[config.mk]
export PLATFORM = sky130hd
export DESIGN_NAME = pcs_ctrl
export DESIGN_NICKNAME = d
export VERILOG_FILES = /design/src/rtl/pcs_pkg.sv /design/src/rtl/pcs_ctrl.sv
export SDC_FILE = /design/constraint.sdc
export NUM_CORES = 1
export LEC_CHECK = 0
export BUFFER_PORTS_ARGS = -buffer_cell sky130_fd_sc_hd__clkbuf_2
export CAP_MARGIN = 20
export CORE_MARGIN = 3
export CORE_UTILIZATION = 50
export CTS_CLUSTER_DIAMETER = 100
export CTS_CLUSTER_SIZE = 28
export DETAILED_ROUTE_END_ITERATION = 10
export GPL_ROUTABILITY_DRIVEN = 0
export GPL_TIMING_DRIVEN = 0
export PLACE_DENSITY_LB_ADDON = 0.05
export SKIP_CTS_REPAIR_TIMING = 1
export SLEW_MARGIN = 20
export SYNTH_ARGS = -nofsm -noshare
export SYNTH_HDL_FRONTEND = slang
export SYNTH_SLANG_ARGS = --single-unit
[constraint.sdc]
create_clock -name clk -period 3.3 [get_ports clk]
set_clock_uncertainty 0.2 [all_clocks]
set_input_delay 0.33 -clock clk [delete_from_list [all_inputs] [get_ports clk]]
set_output_delay 0.33 -clock clk [all_outputs]
set_load 0.02 [all_outputs]
[src/rtl/pcs_pkg.sv]
package pcs_pkg;

  localparam int WORD_W  = 64;
  localparam int MEAN_W  = 16;
  localparam int SD_W    = 16;
  localparam int COV_W   = 32;
  localparam int CORR_W  = 16;
  localparam int COUNT_W = 11;
  localparam int ROOT_W  = 32;
  localparam int ITER_W  = 6;

  localparam logic [WORD_W-1:0] CORR_ONE = WORD_W'(16384);
  localparam int CORR_SHIFT = 14;

  typedef logic [WORD_W-1:0] word_t;

  typedef enum logic [1:0] {
    ARITH_MUL,
    ARITH_DIV,
    ARITH_SQRT
  } arith_op_t;

  // One step of the end-of-set sequence.
  typedef enum logic [3:0] {
    ST_NXX, ST_SXX, ST_NYY, ST_SYY, ST_NXY, ST_SXY,
    ST_MX, ST_MY, ST_VX, ST_RX, ST_VY, ST_RY,
    ST_CV, ST_PD, ST_CR
  } step_t;

  typedef struct packed {
    logic  accept;
    logic  begin_set;
    logic  start;
    step_t step;
    logic  load_out;
  } pcs_cmd_t;

  typedef struct packed {
    logic arith_done;
    logic n_zero;
    logic dev_zero;
  } pcs_status_t;

endpackage

[src/rtl/pcs_ctrl.sv]
module pcs_ctrl
  import pcs_pkg::*;
(
  input  logic        clk,
  input  logic        rst_n,
  input  logic        in_valid,
  input  logic        in_last,
  output logic        in_ready,
  output logic        out_valid,
  input  logic        out_ready,
  input  pcs_status_t status,
  output pcs_cmd_t    cmd
);

  typedef enum logic [2:0] {
    S_ACC,
    S_FLUSH,
    S_BEGIN,
    S_ISSUE,
    S_WAIT,
    S_FIN
  } state_t;

  state_t state_r, state_nxt;
  step_t  step_r, step_nxt;
  logic   out_valid_r, out_valid_nxt;
  logic   accept;
  logic   slot_free;

  assign in_ready  = (state_r == S_ACC);
  assign accept    = in_valid && in_ready;
  assign slot_free = !out_valid_r || out_ready;

  function automatic step_t next_step(step_t s);
    case (s)
      ST_NXX:  next_step = ST_SXX;
      ST_SXX:  next_step = ST_NYY;
      ST_NYY:  next_step = ST_SYY;
      ST_SYY:  next_step = ST_NXY;
      ST_NXY:  next_step = ST_SXY;
      ST_SXY:  next_step = ST_MX;
      ST_MX:   next_step = ST_MY;
      ST_MY:   next_step = ST_VX;
      ST_VX:   next_step = ST_RX;
      ST_RX:   next_step = ST_VY;
      ST_VY:   next_step = ST_RY;
      ST_RY:   next_step = ST_CV;
      ST_CV:   next_step = ST_PD;
      ST_PD:   next_step = ST_CR;
      default: next_step = ST_NXX;
    endcase
  endfunction

  always_comb begin
    state_nxt     = state_r;
    step_nxt      = step_r;
    out_valid_nxt = out_valid_r;
    cmd           = '0;
    cmd.step      = step_r;
    cmd.accept    = accept;
    if (out_valid_r && out_ready) begin
      out_valid_nxt = 1'b0;
    end
    case (state_r)
      S_ACC: begin
        if (accept && in_last) begin
          state_nxt = S_FLUSH;
        end
      end
      S_FLUSH: begin
        state_nxt = S_BEGIN;
      end
      S_BEGIN: begin
        cmd.begin_set = 1'b1;
        step_nxt      = ST_NXX;
        state_nxt     = S_ISSUE;
      end
      S_ISSUE: begin
        // Drop every step of an empty set, and the correlation steps when a deviation is zero.
        if (status.n_zero || (step_r == ST_PD && status.dev_zero)) begin
          state_nxt = S_FIN;
        end else begin
          cmd.start = 1'b1;
          state_nxt = S_WAIT;
        end
      end
      S_WAIT: begin
        if (status.arith_done) begin
          if (step_r == ST_CR) begin
            state_nxt = S_FIN;
          end else begin
            step_nxt  = next_step(step_r);
            state_nxt = S_ISSUE;
          end
        end
      end
      S_FIN: begin
        if (slot_free) begin
          cmd.load_out  = 1'b1;
          out_valid_nxt = 1'b1;
          state_nxt     = S_ACC;
        end
      end
      default: begin
        state_nxt = S_ACC;
      end
    endcase
  end

  always_ff @(posedge clk) begin
    if (!rst_n) begin
      state_r     <= S_ACC;
      step_r      <= ST_NXX;
      out_valid_r <= 1'b0;
    end else begin
      state_r     <= state_nxt;
      step_r      <= step_nxt;
      out_valid_r <= out_valid_nxt;
    end
  end

  assign out_valid = out_valid_r;

endmodule

==> reports/qor.yml <==
yosys:
  yosysTopAreaCellShare_pct: 32.3
  synth-seq-cells: 12
  synth_xor_area_share_pct: 0
  ys_top_cells_by_area: "dfxtp_1 32%, and2_1 5.1%, a21oi_1 4.7%"
  synth-compound-area-share_pct: 22.4
  ys.flop_type: "dfxtp_1"
  synth_cells: 87
  synth_mux_area_share_pct: 4.21
  syn_nets: 96
  yosys.area.top_type: "dfxtp_1"
  synth_edf_count: 0
  yosysWarningCount: 0
  syn_area_sq_um: 743
  synthArstFlopShare_pct: 0
  synth_top_family_by_area: "simple AND/OR/NAND/NOR gates"
  synthSimpleGateAreaFrac_pct: 33.3
  synthAdderAreaFrac_pct: 1.68
  synth_cell_types: 39
  synth.avg_cell_area_sq_um: 8.54
  yosysSeqAreaShare_pct: 32.3
floorplanning:
  initial_utilization_pct: 55.1
  rows: 13
  io_pins: 18
  die_area_sq_mm: 0.00199
  coreArea_sq_mm: 0.00135
  die_w_um: 44.6
  fp.dieH_um: 44.6
clock_tree:
  cts_inserted_buffers: 3
  clockBufferDepth: 2
  clk_pin_slew_ns: 0.07
  h-tree-depth: 1
  worstSkewPairLatency_ns: 0.28
  tritoncts: "yes"
  root_buffer: "clkbuf_4"
  clock-sinks: 12
placed_design:
  io_buffer_count: 17
  dp_hpwl_um: 1320
  placedInstanceArea_sq_um: 847
  place_ws_ns: 1.20
setup_path:
  start_kind: "flip-flop"
  r2r_cells: 5
  path_class: "flip-flop to flip-flop"
  crit_fanout: 5
  startpoint: "step_r[3]"
  crit_required_ns: 3.27
  cp.arrival_ns: 2.11
  worstReg2RegStart: "step_r[3]"
  reg2reg_slack_ns: 1.16
  worstSetupEndpointType: "flip-flop"
drt:
  drtIter0Drc: 15
  wl_per_cell_um: 13.7
  drc_errors: 0
  vias: 724
  avgViaCountPerCell: 5.89
  wirelength_um: 1690
  dr.pass1.iters: 4
  drtAntennaViolNets: 0
worst_hold_path:
  hold_path_startpoint: "rst_n"
  hp-class: "input port to flip-flop"
  hold_depth: 2
grt:
  grt.total_usage_pct: 19.3
  grt_first_pass_wirelength_um: 2760
  grt_overflow: 0
  grt_max_degree: 11
  grt_antenna_before_repair: 0
  grt_pass1_vias: 628
cells_and_area:
  drive_gt1_share_pct: 31.5
  area_growth_pct: 18.9
  stdcell_area_sq_um: 883
  nets: 118
  diodes: 0
power_and_ir_drop:
  leakage_nw: 0.357
  p_per_area_mw_per_mm2: 576
  max-vdd-ir-drop_mv: 0.347
timing:
  slew_headroom_pct: 76.7
  finalSetupViolations: 0
  max_slew.worst_pin.slew_ns: 0.340
  grt_setup_unrepaired: "no"
  clock.fmax_mhz: 468
  maxSlewViolCount: 0
  hold_violations: 0
  whs_ns: 0.186
  tns_ns: 0
  layout_min_cycle_time_ns: 2.14
  setup_ws_ns: 1.16
  post-route-period-util_pct: 64.8
job:
  cap_violations: 0
status:
  status: "completed"
==> critical path, cell delays in order (launching register included) <==
cell	delay, ns
dfxtp_1	0.45
nand4b_1	0.23
a21oi_2	0.32
o21ai_1	0.19
a211oi_1	0.28
mux2_2	0.37
==> per-layer routing <==
| layer | global-route usage [%] | share of wire (%) | up-vias | routed length (um) |
|---|---|---|---|---|
| li1 | - | - | 362 | - |
| met1 | 25.0 | 46 | 328 | 774 |
| met2 | 27.2 | 45 | 28 | 762 |
| met3 | 6.50 | 6.5 | 6 | 110 |
| met4 | 11.4 | 2.5 | 0 | 42 |
| met5 | 0 | 0 | - | 0 |
==> logic make-up (layout without fill, tap and decap cells) <==
| group | Yosys count | in the layout |
|---|---|---|
| adders and majority gates | 1 | 1 |
| and+or+nand+nor | 40 | 40 |
| DFF | 12 | 12 |
| muxes | 3 | 3 |
| AOI/OAI and AO/OA | 22 | 22 |
| buffers and inverters | 9 | 30 |
==> stage by stage <==
step | util [%] | total power (W) | instances
2_1_floorplan | - | 0.000338 | 87
3_3_place_gp | 62.7 | 0.000385 | 119
3_5_place_dp | 62.7 | 0.000394 | 119
4_1_cts | 65.4 | 0.000511 | 123
5_1_grt | 65.4 | 0.000542 | 123
6_report | 65.4 | 0.000509 | 123
==> cells in the mapped netlist, types with 2 or more instances <==
library cell  count
buf_2             2
nor3_1            3
dfxtp_1          12
a21oi_1           7
o21ai_0           2
nor2b_1           4
and2_1            6
nor3b_1           3
mux2i_1           2
nand2b_1          2
inv_1             4
nand2_1           7
a31oi_1           2
nor2_1            6
==> worst max path at each step <==
| stage | endpoint | slack (ns) |
|---|---|---|
| after detailed placement | flip-flop | 1.20 |
| after floorplan | flip-flop | 1.27 |
| final | flip-flop | 1.16 |
| after CTS | cmd[5] | 1.16 |
| after global routing | cmd[5] | 1.00 |
| after global placement | flip-flop | 1.27 |
==> report_power, final <==
| group | leakage [nW] | total, W | switching, W | internal (W) |
|---|---|---|---|---|
| registers | 0.0977 | 0.000193 | 0.0000237 | 0.000169 |
| logic | 0.238 | 0.000199 | 0.000119 | 0.0000798 |
| clock network | 0.0210 | 0.000117 | 0.0000500 | 0.0000671 |
==> placed cells by master (no fill, tap or decap), types with 3 or more instances in the layout <==
cell type	instances
dfxtp_1	12
clkbuf_2	17
inv_1	4
nor2_1	6
nor3b_1	3
nor2b_1	4
clkbuf_4	3
a21oi_1	7
nor3_1	3
and2_1	6
nand2_1	7
==> cell type report <==
type	count	area (sq um)
fill	130	467
sequential	12	240
tap	15	18.8
timing repair buffer	17	85.1
inverter	5	23.8
clock buffer	4	36.3
multi-input combinational	66	458
buffer	4	21.3
No activity file was read; power rests on OpenSTA's default activity.
